### src/hw/rtl/internet_checksum_stream_defines.svh
// ----------------------------------------------------------------------------
// internet_checksum_stream_defines
// Assertion macros for the internet checksum stream block.
// ----------------------------------------------------------------------------
`ifndef INTERNET_CHECKSUM_STREAM_DEFINES_SVH
`define INTERNET_CHECKSUM_STREAM_DEFINES_SVH

`ifndef SYNTH
`define ICS_ASSERT(lbl, clk, rst_n, prop, msg) \
  lbl: assert property (@(posedge clk) disable iff (!rst_n) prop) else $error(msg);
`define ICS_ASSERT_NR(lbl, clk, prop, msg) \
  lbl: assert property (@(posedge clk) prop) else $error(msg);
`else
`define ICS_ASSERT(lbl, clk, rst_n, prop, msg)
`define ICS_ASSERT_NR(lbl, clk, prop, msg)
`endif

`endif

### src/hw/rtl/icsum_pkg.sv
// ----------------------------------------------------------------------------
// icsum_pkg
// Types, constants and helpers shared by the checksum stream modules.
// ----------------------------------------------------------------------------
`default_nettype none

package icsum_pkg;

  localparam int unsigned AccW     = 34;
  localparam int unsigned LaneCntW = 4;
  localparam int unsigned AddrW    = 4;

  localparam logic [1:0] RegSkipBytes  = 2'd0;
  localparam logic [1:0] RegSumBytes   = 2'd1;
  localparam logic [1:0] RegInitialSum = 2'd2;

  typedef struct packed {
    logic [31:0] data_bytes;
    logic [2:0]  byte_count;
    logic        end_of_chain;
  } in_beat_t;

  typedef struct packed {
    logic [15:0] checksum;
    logic        error;
  } out_beat_t;

  typedef struct packed {
    logic [15:0] skip_bytes;
    logic [15:0] sum_bytes;
    logic [31:0] seed_sum;
  } cfg_t;

  typedef struct packed {
    logic [LaneCntW-1:0] first;
    logic [LaneCntW-1:0] count;
    logic                odd;
  } lane_ctrl_t;

  function automatic logic [AccW-1:0] fold17(logic [AccW-1:0] v);
    fold17 = {{(AccW-16){1'b0}}, v[15:0]} + (v >> 16);
  endfunction

endpackage

`default_nettype wire

### src/hw/rtl/icsum_lane.sv
// ----------------------------------------------------------------------------
// icsum_lane
// One byte lane: decides whether its byte is summed and at which half.
// ----------------------------------------------------------------------------
`default_nettype none

module icsum_lane import icsum_pkg::*; #(
  parameter int unsigned LaneIdx = 0
) (
  input  wire logic [7:0]  byte_i,
  input  wire lane_ctrl_t  ctrl_i,
  output logic      [15:0] word_o
);

  localparam logic [LaneCntW-1:0] Idx = LaneCntW'(LaneIdx);

  logic [LaneCntW-1:0] rel;
  logic                active;

  assign rel    = Idx - ctrl_i.first;
  assign active = (Idx >= ctrl_i.first) && (rel < ctrl_i.count);

  always_comb begin
    word_o = 16'h0000;
    if (active) begin
      if (ctrl_i.odd ^ rel[0]) begin
        word_o = {byte_i, 8'h00};
      end else begin
        word_o = {8'h00, byte_i};
      end
    end
  end

endmodule

`default_nettype wire

### src/hw/rtl/icsum_merge.sv
// ----------------------------------------------------------------------------
// icsum_merge
// Adds the lane words into the running sum and folds the carries once.
// ----------------------------------------------------------------------------
`default_nettype none

module icsum_merge import icsum_pkg::*; #(
  parameter int unsigned LANES = 4
) (
  input  wire logic [LANES-1:0][15:0] lane_word_i,
  input  wire logic [AccW-1:0]        acc_i,
  output logic      [AccW-1:0]        acc_o
);

  localparam int unsigned SumW = 16 + $clog2(LANES + 1);

  logic [SumW-1:0] lane_sum;

  always_comb begin
    lane_sum = '0;
    for (int i = 0; i < LANES; i++) begin
      lane_sum = lane_sum + SumW'(lane_word_i[i]);
    end
  end

  assign acc_o = fold17(acc_i + AccW'(lane_sum));

endmodule

`default_nettype wire

### src/hw/rtl/icsum_regs.sv
// ----------------------------------------------------------------------------
// icsum_regs
// APB register file: skip count, sum count and initial sum.
// ----------------------------------------------------------------------------
`default_nettype none

module icsum_regs import icsum_pkg::*; (
  input  wire logic             clk_i,
  input  wire logic             rst_ni,
  input  wire logic             psel,
  input  wire logic             penable,
  input  wire logic             pwrite,
  input  wire logic [AddrW-1:0] paddr,
  input  wire logic [31:0]      pwdata,
  output logic      [31:0]      prdata,
  output logic                  pready,
  output cfg_t                  cfg_d_o,
  output logic                  restart_o
);

  cfg_t       cfg_q, cfg_d;
  logic       wr;
  logic [1:0] idx;

  assign idx    = paddr[3:2];
  assign wr     = psel && penable && pwrite;
  assign pready = 1'b1;

  always_comb begin
    cfg_d     = cfg_q;
    restart_o = 1'b0;
    if (wr) begin
      case (idx)
        RegSkipBytes: begin
          cfg_d.skip_bytes = pwdata[15:0];
          restart_o        = 1'b1;
        end
        RegSumBytes: begin
          cfg_d.sum_bytes = pwdata[15:0];
          restart_o       = 1'b1;
        end
        RegInitialSum: begin
          cfg_d.seed_sum = pwdata;
          restart_o      = 1'b1;
        end
        default: begin
        end
      endcase
    end
  end

  always_comb begin
    case (idx)
      RegSkipBytes:  prdata = {16'h0000, cfg_q.skip_bytes};
      RegSumBytes:   prdata = {16'h0000, cfg_q.sum_bytes};
      RegInitialSum: prdata = cfg_q.seed_sum;
      default:       prdata = 32'h0000_0000;
    endcase
  end

  always_ff @(posedge clk_i or negedge rst_ni) begin
    if (!rst_ni) begin
      cfg_q <= '0;
    end else begin
      cfg_q <= cfg_d;
    end
  end

  assign cfg_d_o = cfg_d;

endmodule

`default_nettype wire

### src/hw/rtl/internet_checksum_stream.sv
// ----------------------------------------------------------------------------
// internet_checksum_stream
// Ones' complement 16-bit sum over a packet byte stream, LANES bytes a beat.
//
//   channel   dir   handshake             payload
//   in        in    in_valid_i/in_ready_o in_data_i   (in_beat_t)
//   out       out   out_valid_o/out_ready_i out_data_o (out_beat_t)
//   cfg       in    psel/penable/pwrite   paddr, pwdata, prdata
//
// One beat per cycle unless stalled; the per-beat lane update is combinational.
// A result shows in the cycle after the beat that completes it.
// The output register holds a stalled result; input stalls only while it is full.
// Reset loads the counters from the register reset values; no clearing pass.
// ----------------------------------------------------------------------------
`default_nettype none
`include "internet_checksum_stream_defines.svh"

module internet_checksum_stream import icsum_pkg::*; #(
  parameter int unsigned LANES      = 4,
  parameter int unsigned COUNT_BITS = 16
) (
  input  wire logic             clk_i,
  input  wire logic             rst_ni,
  input  wire logic             in_valid_i,
  output logic                  in_ready_o,
  input  wire in_beat_t         in_data_i,
  output logic                  out_valid_o,
  input  wire logic             out_ready_i,
  output out_beat_t             out_data_o,
  input  wire logic             psel,
  input  wire logic             penable,
  input  wire logic             pwrite,
  input  wire logic [AddrW-1:0] paddr,
  input  wire logic [31:0]      pwdata,
  output logic      [31:0]      prdata,
  output logic                  pready
);

  cfg_t                  cfg_d;
  logic                  restart;

  logic [COUNT_BITS-1:0] skip_left_q, skip_left_d;
  logic [COUNT_BITS-1:0] sum_left_q, sum_left_d;
  logic [AccW-1:0]       acc_q, acc_d, acc_next;
  logic                  odd_q, odd_d;
  logic                  given_q, given_d;

  logic                  out_valid_q, out_valid_d;
  logic [AccW-1:0]       out_acc_q, out_acc_d;
  logic                  out_err_q, out_err_d;

  logic                  in_fire;
  logic [LaneCntW-1:0]   n;
  logic [LaneCntW-1:0]   skip_take, rem, sum_take;
  logic [63:0]           data_wide;
  lane_ctrl_t            lane_ctrl;
  logic [LANES-1:0][15:0] lane_word;
  logic [AccW-1:0]       fold_a;
  logic [AccW-1:0]       fold_b;

  icsum_regs u_regs (
    .clk_i     (clk_i),
    .rst_ni    (rst_ni),
    .psel      (psel),
    .penable   (penable),
    .pwrite    (pwrite),
    .paddr     (paddr),
    .pwdata    (pwdata),
    .prdata    (prdata),
    .pready    (pready),
    .cfg_d_o   (cfg_d),
    .restart_o (restart)
  );

  assign in_ready_o = !out_valid_q || out_ready_i;
  assign in_fire    = in_valid_i && in_ready_o;

  always_comb begin
    if ({1'b0, in_data_i.byte_count} > LaneCntW'(LANES)) begin
      n = LaneCntW'(LANES);
    end else begin
      n = {1'b0, in_data_i.byte_count};
    end
    if (skip_left_q < COUNT_BITS'(n)) begin
      skip_take = skip_left_q[LaneCntW-1:0];
    end else begin
      skip_take = n;
    end
    rem = n - skip_take;
    if (sum_left_q < COUNT_BITS'(rem)) begin
      sum_take = sum_left_q[LaneCntW-1:0];
    end else begin
      sum_take = rem;
    end
  end

  assign lane_ctrl.first = skip_take;
  assign lane_ctrl.count = sum_take;
  assign lane_ctrl.odd   = odd_q;
  assign data_wide       = {32'h0000_0000, in_data_i.data_bytes};

  for (genvar g = 0; g < LANES; g++) begin : g_lane
    icsum_lane #(
      .LaneIdx (g)
    ) u_lane (
      .byte_i (data_wide[8*g +: 8]),
      .ctrl_i (lane_ctrl),
      .word_o (lane_word[g])
    );
  end

  icsum_merge #(
    .LANES (LANES)
  ) u_merge (
    .lane_word_i (lane_word),
    .acc_i       (acc_q),
    .acc_o       (acc_next)
  );

  always_comb begin
    skip_left_d = skip_left_q;
    sum_left_d  = sum_left_q;
    acc_d       = acc_q;
    odd_d       = odd_q;
    given_d     = given_q;
    out_valid_d = out_valid_q && !out_ready_i;
    out_acc_d   = out_acc_q;
    out_err_d   = out_err_q;
    if (in_fire) begin
      skip_left_d = skip_left_q - COUNT_BITS'(skip_take);
      sum_left_d  = sum_left_q - COUNT_BITS'(sum_take);
      acc_d       = acc_next;
      odd_d       = odd_q ^ sum_take[0];
      if (!given_q && sum_left_d == '0) begin
        out_valid_d = 1'b1;
        out_acc_d   = acc_next;
        out_err_d   = 1'b0;
        given_d     = 1'b1;
      end else if (!given_q && in_data_i.end_of_chain) begin
        out_valid_d = 1'b1;
        out_acc_d   = '0;
        out_err_d   = 1'b1;
      end
    end
    if (restart || (in_fire && in_data_i.end_of_chain)) begin
      skip_left_d = COUNT_BITS'(cfg_d.skip_bytes);
      sum_left_d  = COUNT_BITS'(cfg_d.sum_bytes);
      acc_d       = AccW'(cfg_d.seed_sum);
      odd_d       = 1'b0;
      given_d     = 1'b0;
    end
  end

  always_ff @(posedge clk_i or negedge rst_ni) begin
    if (!rst_ni) begin
      skip_left_q <= '0;
      sum_left_q  <= '0;
      acc_q       <= '0;
      odd_q       <= 1'b0;
      given_q     <= 1'b0;
      out_valid_q <= 1'b0;
    end else begin
      skip_left_q <= skip_left_d;
      sum_left_q  <= sum_left_d;
      acc_q       <= acc_d;
      odd_q       <= odd_d;
      given_q     <= given_d;
      out_valid_q <= out_valid_d;
    end
  end

  always_ff @(posedge clk_i) begin
    out_acc_q <= out_acc_d;
    out_err_q <= out_err_d;
  end

  // final two carry folds on the held sum
  assign fold_a              = fold17(out_acc_q);
  assign fold_b              = fold17(fold_a);
  assign out_valid_o         = out_valid_q;
  assign out_data_o.checksum = out_err_q ? 16'h0000 : fold_b[15:0];
  assign out_data_o.error    = out_err_q;

  `ICS_ASSERT(a_stall_only_full, clk_i, rst_ni,
              !in_ready_o |-> out_valid_q, "input stalled with empty output")
  `ICS_ASSERT(a_eoc_restarts, clk_i, rst_ni,
              in_fire && in_data_i.end_of_chain |=> !given_q && !odd_q,
              "packet state not restarted after end of chain")
  `ICS_ASSERT(a_count_met_emits, clk_i, rst_ni,
              in_fire && !given_q && sum_left_q == '0 |=> out_valid_q && !out_err_q,
              "count met without a result")

endmodule

`default_nettype wire
### config.mk
export PLATFORM = sky130hd
export DESIGN_NAME = internet_checksum_stream
export DESIGN_NICKNAME = d
export VERILOG_FILES = /design/src/hw/rtl/icsum_pkg.sv /design/src/hw/rtl/icsum_lane.sv /design/src/hw/rtl/icsum_merge.sv /design/src/hw/rtl/icsum_regs.sv /design/src/hw/rtl/internet_checksum_stream.sv
export VERILOG_INCLUDE_DIRS = /design/src /design/src/hw/rtl
export SDC_FILE = /design/constraint.sdc
export NUM_CORES = 1
export LEC_CHECK = 0
export BUFFER_PORTS_ARGS = -buffer_cell sky130_fd_sc_hd__clkbuf_2
export CORE_MARGIN = 2
export CORE_UTILIZATION = 50
export CTS_BUF_LIST = sky130_fd_sc_hd__clkbuf_16
export DETAILED_ROUTE_END_ITERATION = 10
export PLACE_DENSITY = 0.7
export SLEW_MARGIN = 15
export SYNTH_ARGS = -nofsm -noshare
export SYNTH_HDL_FRONTEND = slang
export SYNTH_SLANG_ARGS = --single-unit
### constraint.sdc
create_clock -name clk_i -period 40.9 [get_ports clk_i]
set_clock_uncertainty 0.05 [all_clocks]
set_input_delay 8.18 -clock clk_i [delete_from_list [all_inputs] [get_ports clk_i]]
set_output_delay 8.18 -clock clk_i [all_outputs]
set_load 0.005 [all_outputs]
# After elaboration in Yosys (flattened, before gate mapping)
# Cells that the tools add are included.
# totals
reg_bits	168
word_cells	103
in_bits	79
# classes
n_eq_ne	2
n_lt_le_gt_ge	11
n_bitwise	5
n_reduce_logical	24
mux	36
add_sub_neg	14
# ops
op	n
2-to-1 mux 16 bit	15
2-to-1 mux 34 bit	4
one-hot mux 32 bit (3 select lines)	1
2-to-1 mux 64 bit	1
adder 16 x 18 -> 19 bit	2
adder 19 x 16 -> 19 bit	2
adder 34 x 19 -> 34 bit	1
< comparator 16 x 4 -> 1 bit	2
2-to-1 mux 32 bit	1
subtractor 16 x 4 -> 16 bit	2
adder 16 x 16 -> 17 bit	1
adder 16 x 3 -> 16 bit	1
logical NOT 16 bit	1
< comparator 4 bit	4
logical AND 1 bit	11
2-to-1 mux 1 bit	11
greater-or-equal comparator 1 x 4 -> 1 bit (first input constant)	2
greater-or-equal comparator 2 x 4 -> 1 bit (first input constant)	2
2-to-1 mux 4 bit	2
subtractor 1 x 4 -> 4 bit (first input constant)	2
subtractor 2 x 4 -> 4 bit (first input constant)	2
nonzero test 2 bit	3
XOR 1 bit	5
AND reduction 2 bit	2
9 further kinds	12

# Logic depth before layout (Yosys ltp)
# Gate-level depths: netlist of run 1.
# depth
depth_word	17
ltp_mapped	67
depth_no_buf	66

# Modules after synthesis
# From an unflattened synthesis of run 1, not the netlist that was laid out.
# hier_totals
hier_cells	1638
hier_area_um2	14790.4
# modules_own_cells
module	seq_area_each_um2	cells_each	area_per_inst_um2	instances
internet_checksum_stream	2777.7	768	6827.8	1
icsum_merge	0.0	470	3686.0	1
icsum_regs	1601.5	213	2915.3	1
icsum_lane (g_lane[0].u_lane)	0.0	54	387.9	1
icsum_lane (g_lane[3].u_lane)	0.0	35	375.4	1
icsum_lane (g_lane[2].u_lane)	0.0	55	331.6	1
icsum_lane (g_lane[1].u_lane)	0.0	43	266.5	1

# Worst setup path after synthesis of run 1
# No wires, ideal clock.
# synth_timing
path_type	input-to-reg
from	input in_data_i[3] (netlist name)
to	register out_acc_q[15], data pin
stages	59
path_slack_ns	19.942
arrival_time_ns	20.642
setup_time_ns	0.266
required_ns	40.584
cell_sequence	inv_1 nand2_1 ha_1 o21ai_0 a31oi_1 nor3_1 nor2_1 a21oi_1 inv_1 ha_1 fa_1 ha_1 o21ai_0 nor2b_1 and2_1 mux2i_1 o221ai_4 mux2i_1 [23 not listed] ha_1 o21a_1 o21ai_0 nand2b_1 a21o_1 a31o_2 a21oi_1 nand2b_1 xnor2_1 ha_1 nor2b_1 or4_1 a2111oi_0 o31ai_1 a21o_1 a21oi_1 xor2_1 nor2_1
# synth_between
elab_chain_len	16
elab_cells_between_ends	44
cone_classes	11 x add/sub; 11 x order compare; 12 x mux; 4 x bitwise; 6 x reduce/logical
# synth_lines
item	line	text
start, declared	internet_checksum_stream.sv:26	input wire in_beat_t in_data_i,
greater-than comparator 3 bit	internet_checksum_stream.sv:79	if ({1'b0, in_data_i.byte_count} > LaneCntW'(LANES)) begin
2-to-1 mux 3 bit *	internet_checksum_stream.sv:79	
< comparator 16 x 4 -> 1 bit	internet_checksum_stream.sv:84	if (skip_left_q < COUNT_BITS'(n)) begin
2-to-1 mux 4 bit	internet_checksum_stream.sv:84	
subtractor 4 bit	internet_checksum_stream.sv:89	rem = n - skip_take;
< comparator 16 x 4 -> 1 bit	internet_checksum_stream.sv:90	if (sum_left_q < COUNT_BITS'(rem)) begin
2-to-1 mux 4 bit	internet_checksum_stream.sv:90	
< comparator 4 bit	icsum_lane.sv:21	assign active = (Idx >= ctrl_i.first) && (rel < ctrl_i.count);
logical AND 1 bit	icsum_lane.sv:21	
2-to-1 mux 16 bit	icsum_lane.sv:25	if (active) begin
adder 16 x 16 -> 17 bit	icsum_merge.sv:22	lane_sum = lane_sum + SumW'(lane_word_i[i]);
adder 19 x 16 -> 19 bit (2 in series)	icsum_merge.sv:22	
adder 34 x 19 -> 34 bit	icsum_merge.sv:26	assign acc_o = fold17(acc_i + AccW'(lane_sum));
adder 16 x 18 -> 19 bit	icsum_pkg.sv:41	fold17 = {{(AccW-16){1'b0}}, v[15:0]} + (v >> 16);
2-to-1 mux 34 bit *	internet_checksum_stream.sv:134	if (!given_q && sum_left_d == '0) begin
end signal, assigned	internet_checksum_stream.sv:173	out_acc_q <= out_acc_d;
end, declared	internet_checksum_stream.sv:49	logic [AccW-1:0] out_acc_q, out_acc_d;
# Every way passes the cells marked *; elsewhere a longest branch is shown, timed or not.
# A chain may end at the register's enable or synchronous reset.

# Worst setup path after layout of run 1
# Ends and elaborated chain as after synthesis.

==> run metrics, run 1 <==
Slowest-stage cell, CP a21oi_1; Syn Inst Count 1409; share of cells above drive strength 1 between 15 and 20%; number of flops mapped to enable cells by yosys 19; final setup vio count 0; diode count 0; DP HPWL 25500 microns; flop2flop setup slack 25.33 ns; post-route ant nets 0; GR Layer Usage met2 43.3%; met3 Track Usage GR 2.80%; share of flip-flops with an asynchronous set or reset between 80% and 90%; post-synth top area cell dfrtp_1; total gr overflow 0; synth cell count leaders dfrtp_1 (131), nor2_1 (117), nand2_1 (112), ha_1 (91); Worst Path Arrival 23.18 ns; Cell Area, Synth approximately 12000 sq um; critical path capture point type flip-flop; crit path capture out_acc_q[15]; Horiz. Die Dim 161 microns; worst reg2reg endpoint out_acc_q[15]; peak supply drop 0.0278 mV; Combinational Power Share 46.8%; Final Util 57.3%; status finished, final reports clean; Max Slew Vio Count 0; die area roughly 26000 sq um; switch share 42.9%; reg2reg start skip_left_q[6]; crit start category input pin; Placer Congestion roughly 0.91; cell depth of the worst flop-to-flop path 57; min-delay worst type flip-flop to flip-flop; first-pass GRT wire length 53500 microns; top post-synthesis cells by area dfrtp_1 (27%), ha_1 (9.2%), mux2_2 (5.9%); cell family with most CP delay compound AO/OA/AOI/OAI gates; Avg Vias per Cell 5.86; Slew headroom 24.0%; Synth Warn # 0; CTS tree yes; CTS Buf Count 17; Req. time, crit path a little over 40 ns; Hold Vio Cnt, Final 0; PostCTS Resize Cnt 0; DR WL/cell 17.9 microns; Leakage 6.40 nW; Hold-fix buffers, CTS 0; first element of the critical path in_data_i[3]; critical path depth 61; port bufs approximately 130; CP max stage delay 0.72 ns; Root Driver clkbuf_16; postcts setup bufs 0; CP most frequent cell ha_1; Seq/Total Area, Yosys 31.1%; H-tree Lvls 4; Detailed Route WL around 33000 microns; vias in the first global route 10400; Initial Util about half; RSZ-0062 raised after global routing false; Setup TNS 0 ns; DR vias 10900; Yosys cell types 75; Max-cap violations 0; worst hold slack roughly 0.47 ns; dpl ws approximately 18 ns; GRT busiest layer met2; Tot Pwr 721 uW; Top FF cell, synth dfrtp_1; clock latency on the worst-skew pair between 0.4 and 0.5 ns; hold_sp u_regs.cfg_q[31]; Clock Pin Slew Worst Setup and Hold Paths 0.06 ns; met1 Use GR approximately 35%; cell-internal power 412 uW; nets@finish 1714; Switch Pwr 310 uW; Final period util 56.4%; setup ws final 17.83 ns; Row Count 57; post-synthesis register bit count 150; Global Route Usage Sum 25.7%; crit path buf inv count 7; Core Region between 20000 and 25000 sq um; Die Span Y between 150 and 200 microns; clk buf depth 2; Filler Cell Count approximately 2200; DRC viols 0; Sequential Power Share between 30% and 40%; Peak Freq around 43 MHz; clock share of power 22.2%; Final Critical Period 23.07 ns; Slew @ Worst Pin 1.14 ns; # IOs roughly 130; count leader, synth dfrtp_1; TritonCTS Sinks 150; area share of the largest cell type after synthesis a little over a quarter; Pre-Repair DR Iteration Count 5; initial antenna violation count 0; crit path kind input pin to flip-flop; worst-path maximum fanout 16; initial drt markers 794; Syn Area/Cell between 8 and 9 sq um; largest net degree at the start of global routing 72; area grow syn2layout 12.7%; pwr dens 51.8 nW/um^2
## worst min path at each step
stage | to | slack, ns | depth (start not counted)
after detailed placement | skip_left_q[10] | 0.45 | 1
after CTS | skip_left_q[10] | 0.47 | 1
final | u_regs.cfg_q[31] | 0.47 | 1
after floorplan | acc_q[5] | 0.42 | 1
after global placement | skip_left_q[10] | 0.45 | 1
after global routing | u_regs.cfg_q[31] | 0.49 | 1
## final cells by class
cell class,count,area [sq um],share of cell area (%)
Clock buffer,17,425,3.05
Clock inverter,15,178,1.28
Inverter,87,327,2.34
Multi-Input combinational cell,1126,8020,57.5
Sequential cell,150,3850,27.6
Tap cell,324,405,2.91
Timing Repair Buffer,139,732,5.25
## worst reg2reg max path: cells and delay by family (launching register included)
family	cells	cell delay [ns]
fa+ha+maj	9	3.09
mux	2	0.53
flops	1	0.43
buf+inv	5	0.63
simple gates	16	3.79
compound gates	22	6.03
xor+xnor	3	0.77
## cells by family after synthesis
kind of cell | after synthesis | synth area share [%]
adders and majority gates | 119 | 13.4
other | 1 | 0.0303
buffers and inverters | 135 | 4.24
AOI/OAI and AO/OA | 327 | 16.9
DFF | 150 | 31.1
xor gates and xnor gates | 102 | 7.33
muxes | 87 | 7.70
and+or+nand+nor | 488 | 19.3
## state kept, by name, indices dropped and copies added (netlist names)
| name | cells |
|---|---|
| given_q | 1 |
| sum_left_q | 16 |
| out_acc_q | 18 |
| acc_q | 32 |
| u_regs.cfg_q | 64 |
| out_err_q | 1 |
| out_valid_o | 1 |
| skip_left_q | 16 |
| odd_q | 1 |
## power by group through the flow
stage	sequential (mW)	combinational [mW]	clock (mW)
after CTS	0.222	0.335	0.161
final	0.223	0.338	0.160
after floorplan	0.210	0.245	0
after detailed placement	0.224	0.331	0
after global placement	0.223	0.326	0
after global routing	0.228	0.370	0.166
## cells in the final DEF (no fill, tap or decap), types with 22 or more instances in the layout
cell / n
fa_1: 23
mux2_2: 65
nor3_1: 49
xor2_1: 39
ha_1: 91
a21oi_1: 86
and2_1: 26
nor2_1: 117
mux2i_1: 22
xnor2_1: 62
nand2_1: 112
and3_1: 26
inv_1: 87
nand3_1: 68
clkbuf_2: 126
o21ai_0: 87
dfrtp_1: 131
## metrics by stage
stage,instance area [sq um],instances
6_report,13900,1858
5_1_grt,13900,1858
4_1_cts,13900,1858
3_5_place_dp,13300,1826
3_3_place_gp,13300,1826
2_1_floorplan,12400,1411
## routing by layer
metal	vias to the layer above	wire, microns
met4	0	972
li1	5252	-
met5	-	0
met1	5199	14600
met3	62	1710
met2	368	15900
No activity file was read; power rests on OpenSTA's default activity.
==> inputs of run 2 (changes only) <==
- clock period: 40.9 -> 23.2 ns (I/O delays scaled with it)
==> run 2 against run 1 <==
Worst hold slack barely moved; count of clock-buffer cells in the layout rose by 1; total power rose by 77%; sequential power rose by 76%; final cell count barely moved.
==> run metrics, run 2 (same netlist as run 1, synthesis figures left out) <==
Hold-fix buffers, CTS 0; Slew headroom 25.3%; flop2flop setup slack 7.85 ns; Filler Cell Count about 2200; Req. time, crit path around 23 ns; initial antenna violation count 0; setup ws final roughly 3.9 ns; Setup TNS 0 ns; min-delay worst type flip-flop to flip-flop; Final Critical Period 19.34 ns; # IOs 131; Max-cap violations 0; most frequent cells in the layout dfrtp_1 (131), clkbuf_2 (126), nor2_1 (117); Peak Freq 51.7 MHz; Pre-Repair DR Iteration Count 5; clock share of power 22.2%; die area between 20000 and 30000 sq um; register area 3850 sq um; Die Span Y ~160 microns; peak supply drop 0.0528 mV; crit start category input pin; Slew @ Worst Pin 1.12 ns; Row Count 57; crit path kind input pin to flip-flop; Max Slew Vio Count 0; TritonCTS Sinks 150; fin area around 14000 sq um; CTS Buf Count 17; DRC viols 0; total gr overflow 0; Worst Path Arrival 19.45 ns; port bufs roughly 130; status finished, final reports clean; postcts setup bufs 0; largest net degree at the start of global routing 71; vias in the first global route 10200; Largest regs u_regs.cfg_q: 64 flops, acc_q: 32 flops, out_acc_q: 18 flops; H-tree Lvls 4; Sequential Power Share 30.8%; PostCTS Resize Cnt 0; share of cells above drive strength 1 16.6%; Combinational Power Share around 47%; diode count 0; dpl ws roughly 3.6 ns; Horiz. Die Dim 161 microns; Global Route Usage Sum 25.3%; Leakage 6.40 nW; area grow syn2layout 12.6%; Avg Vias per Cell 5.79; Clock Pin Slew Worst Setup and Hold Paths about 0.070 ns; CTS tree yes; initial drt markers 833; cell-internal power 731 uW; RSZ-0062 raised after global routing false; CP most frequent cell ha_1; pwr dens 91.6 nW/um^2; Hold Vio Cnt, Final 0; Core Region 24300 sq um; worst-path maximum fanout 16; DR vias 10800; most common cell after layout, fill and taps aside dfrtp_1; clk buf depth 2; clock latency on the worst-skew pair 0.43 ns; Final Util 57.3%; final setup vio count 0; switch share a little over two fifths; first-pass GRT wire length 52500 microns; critical path capture point type flip-flop; Final period util ~83%; Detailed Route WL 33100 microns; post-route ant nets 0; area post-placement 13300 sq um; nets@finish 1713; Placer Congestion 0.908; most flop-heavy register u_regs.cfg_q; Root Driver clkbuf_16; Switch Pwr about 540 uW; DP HPWL 25600 microns; multi-input logic area 8020 sq um; max reg flops 64; Slowest-stage cell, CP a21oi_1; DR WL/cell 17.8 microns; Initial Util 50.9%; CP max stage delay 0.68 ns
run 2: area by class of cell:
cell class | instances | share of cell area, %
clock buffers | 18 | 3.23
inverters | 87 | 2.34
flip-flops and latches | 150 | 27.6
clock inverters | 14 | 1.12
well taps | 324 | 2.91
multi-input cells | 1126 | 57.6
repair buffers | 138 | 5.20
run 2: layer usage:
layer | global-route usage, % | vias up | part of all wire, %
li1 | - | 5243 | -
met2 | 41.2 | 362 | 46
met4 | 11.5 | 0 | 4.2
met5 | 0 | - | 0
met1 | 33.8 | 5077 | 45
met3 | 3.03 | 68 | 5.1
run 2: power groups by stage:
stage	Combinational (mW)	Clock (mW)	Sequential, mW
floorplan	0.432	0	0.370
global placement	0.576	0	0.393
detailed placement	0.587	0	0.395
CTS	0.591	0.284	0.391
global route	0.654	0.298	0.401
finish	0.599	0.284	0.393
run 2: critical path: cells and delay by family:
kind / cells / cell delay (ns)
AO/OA/AOI/OAI: 24 / 6.14
XOR/XNOR: 3 / 0.74
buffers and inverters: 7 / 0.84
multiplexers: 2 / 0.49
AND/OR/NAND/NOR: 15 / 3.20
adder cells (fa/ha/maj): 10 / 3.36
run 2: worst paths after layout:
| check | end | start | depth (start not counted) |
|---|---|---|---|
| setup / recovery | out_acc_q[15] | in_data_i[3] | 61 |
| setup reg to reg | out_acc_q[15] | skip_left_q[6] | 57 |
| max in group asynchronous | acc_q[5] | rst_ni | 2 |
| min in group asynchronous | u_regs.cfg_q[43] | rst_ni | 1 |
| hold reg to reg | acc_q[5] | acc_q[5] | 1 |
| hold / removal | acc_q[5] | acc_q[5] | 1 |
run 2: through the flow:
| step | instances | power, mW | hold WS [ns] |
|---|---|---|---|
| 5_1_grt | 1857 | 1.35 | 0.480 |
| 6_report | 1857 | 1.28 | 0.469 |
| 3_5_place_dp | 1825 | 0.981 | 0.453 |
| 3_3_place_gp | 1825 | 0.969 | 0.454 |
| 4_1_cts | 1857 | 1.27 | 0.470 |
| 2_1_floorplan | 1411 | 0.802 | 0.421 |
==> inputs of run 3 (changes only) <==
- PLACE_DENSITY: 0.7 -> 0.72
- clock period: 23.2 -> 16.4 ns (I/O delays scaled with it)
==> run 3 against run 2 <==
Core utilization is 1.3 points higher; sequential cell count stayed put; sequential share of layout area is 0.60 points lower; first-iteration DRC count is 21% lower; worst hold slack better by 0.0039 ns; sequential power is 41% higher; clock power is 35% higher; critical path type unchanged; critical endpoint is now out_acc_q[17].
==> run metrics, run 3 (same netlist as run 1, synthesis figures left out) <==
DR vias 10900; DRC viols 0; Max-cap violations 0; multi-input logic area 8120 sq um; post-placement cell count between 1500 and 2000; Global Route Usage Sum 25.7%; clk buf depth 2; initial drt markers 659; CTS tree yes; Die Span Y 161 microns; critical path capture point type flip-flop; DR WL/cell 17.6 microns; most flop-heavy register u_regs.cfg_q; Sequential Power Share 30.5%; worst hold slack 0.473 ns; Combinational Power Share 48.5%; crit start category input pin; Switch Pwr 758 uW; first-pass GRT wire length 53700 microns; Final Critical Period 15.63 ns; switch share approximately two fifths; Root Driver clkbuf_16; # IOs 131; port bufs 127; total gr overflow 0; Worst Path Arrival 15.75 ns; Tot Pwr 1.82 mW; Final period util 95.3%; Max Slew Vio Count 0; Hold Vio Cnt, Final 0; vias in the first global route 10500; CP most frequent cell ha_1; die area around 26000 sq um; diode count 0; post-route ant nets 0; peak supply drop 0.0620 mV; max reg flops 64; Non-Filler Instances 1889; min-delay worst type flip-flop to flip-flop; Avg Vias per Cell 5.77; Placer Congestion 0.925; clock latency on the worst-skew pair around 0.44 ns; Slew headroom 34.4%; largest net degree at the start of global routing 77; Initial Util 50.9%; Slowest-stage cell, CP fa_1; Slew @ Worst Pin 0.982 ns; pwr dens roughly 130 nW/um^2; register area 3850 sq um; status finished, final reports clean; Horiz. Die Dim between 150 and 200 microns; Row Count 57; CTS Buf Count 17; most common cell after layout, fill and taps aside dfrtp_1; share of cells above drive strength 1 between 10% and 20%; most frequent cells in the layout dfrtp_1 (131), clkbuf_2 (126), nor2_1 (115); clock share of power 21.0%; Leakage 6.57 nW; Core Region 24300 sq um; H-tree Lvls 4; crit path kind input pin to flip-flop; DP HPWL 25800 microns; initial antenna violation count 0; Detailed Route WL 33200 microns; worst-path maximum fanout 7; final setup vio count 0; Filler Cell Count 2177; Hold-fix buffers, CTS 0; area grow syn2layout 15.1%; Req. time, crit path 16.52 ns; Pre-Repair DR Iteration Count 5; Peak Freq 64.0 MHz; CP max stage delay 0.54 ns; cell-internal power approximately 1.1 mW; area post-placement 13500 sq um; Largest regs u_regs.cfg_q: 64 flops, acc_q: 32 flops, out_acc_q: 18 flops; Clock Pin Slew Worst Setup and Hold Paths 0.06 ns; fin area ~14000 sq um; TritonCTS Sinks 150; nets@finish 1745
-- run 3: changes by cell type in the layout (fill, tap and decap cells not counted), sizes merged --
cell      before  now
inv           96   94
buf           12   44
clkinvlp       1    2
clkinv         3    4
-- run 3: final timing paths --
check                                 start  slack, ns  cells after the start          endpoint
min in group asynchronous            rst_ni       2.92                      1  u_regs.cfg_q[14]
max in group asynchronous            rst_ni      12.09                      2  u_regs.cfg_q[32]
max                            in_data_i[3]       0.77                     65     out_acc_q[17]
max reg2reg                  skip_left_q[6]       3.27                     61     out_acc_q[17]
min reg2reg                u_regs.cfg_q[21]       0.47                      1  u_regs.cfg_q[21]
min                        u_regs.cfg_q[21]       0.47                      1  u_regs.cfg_q[21]
-- run 3: per-stage QoR --
stage / setup TNS [ns] / util [%] / setup slack (ns)
2_1_floorplan: 0 / - / 0.342
3_3_place_gp: 0 / 55.6 / 0.0865
3_5_place_dp: -0.179 / 55.6 / -0.0964
4_1_cts: 0 / 58.0 / 0.299
5_1_grt: -0.495 / 58.5 / -0.134
6_report: 0 / 58.5 / 0.768
-- run 3: cell type report --
cell class | instances | share of cell area (%)
Timing Repair Buffer | 170 | 6.75
Multi-Input combinational cell | 1126 | 57.0
Tap cell | 324 | 2.85
Clock buffer | 18 | 3.16
Clock inverter | 14 | 0.861
Inverter | 87 | 2.29
Sequential cell | 150 | 27.0
-- run 3: critical path, delay by kind of cell --
| family | cells | cell delay, ns |
|---|---|---|
| simple gates | 13 | 1.80 |
| xor+xnor | 2 | 0.19 |
| buf+inv | 9 | 1.11 |
| compound gates | 26 | 4.61 |
| fa+ha+maj | 13 | 4.35 |
| mux | 2 | 0.42 |
-- run 3: repair_timing --
action	4_1_cts	5_1_grt
resized for setup	0	25
setup buffers	0	5
endpoints found under the setup margin	0	16
-- run 3: routing by layer --
layer	part of all wire, %	track usage [%]
met5	0	0
met4	3.6	10.7
met3	5.0	3.62
met2	47	41.7
met1	45	34.7
-- run 3: power by group through the flow --
stage	Combinational [mW]	Clock, mW	Sequential [mW]
global route	0.969	0.401	0.567
CTS	0.844	0.383	0.554
floorplan	0.611	0	0.524
finish	0.881	0.382	0.555
global placement	0.828	0	0.555
detailed placement	0.839	0	0.558
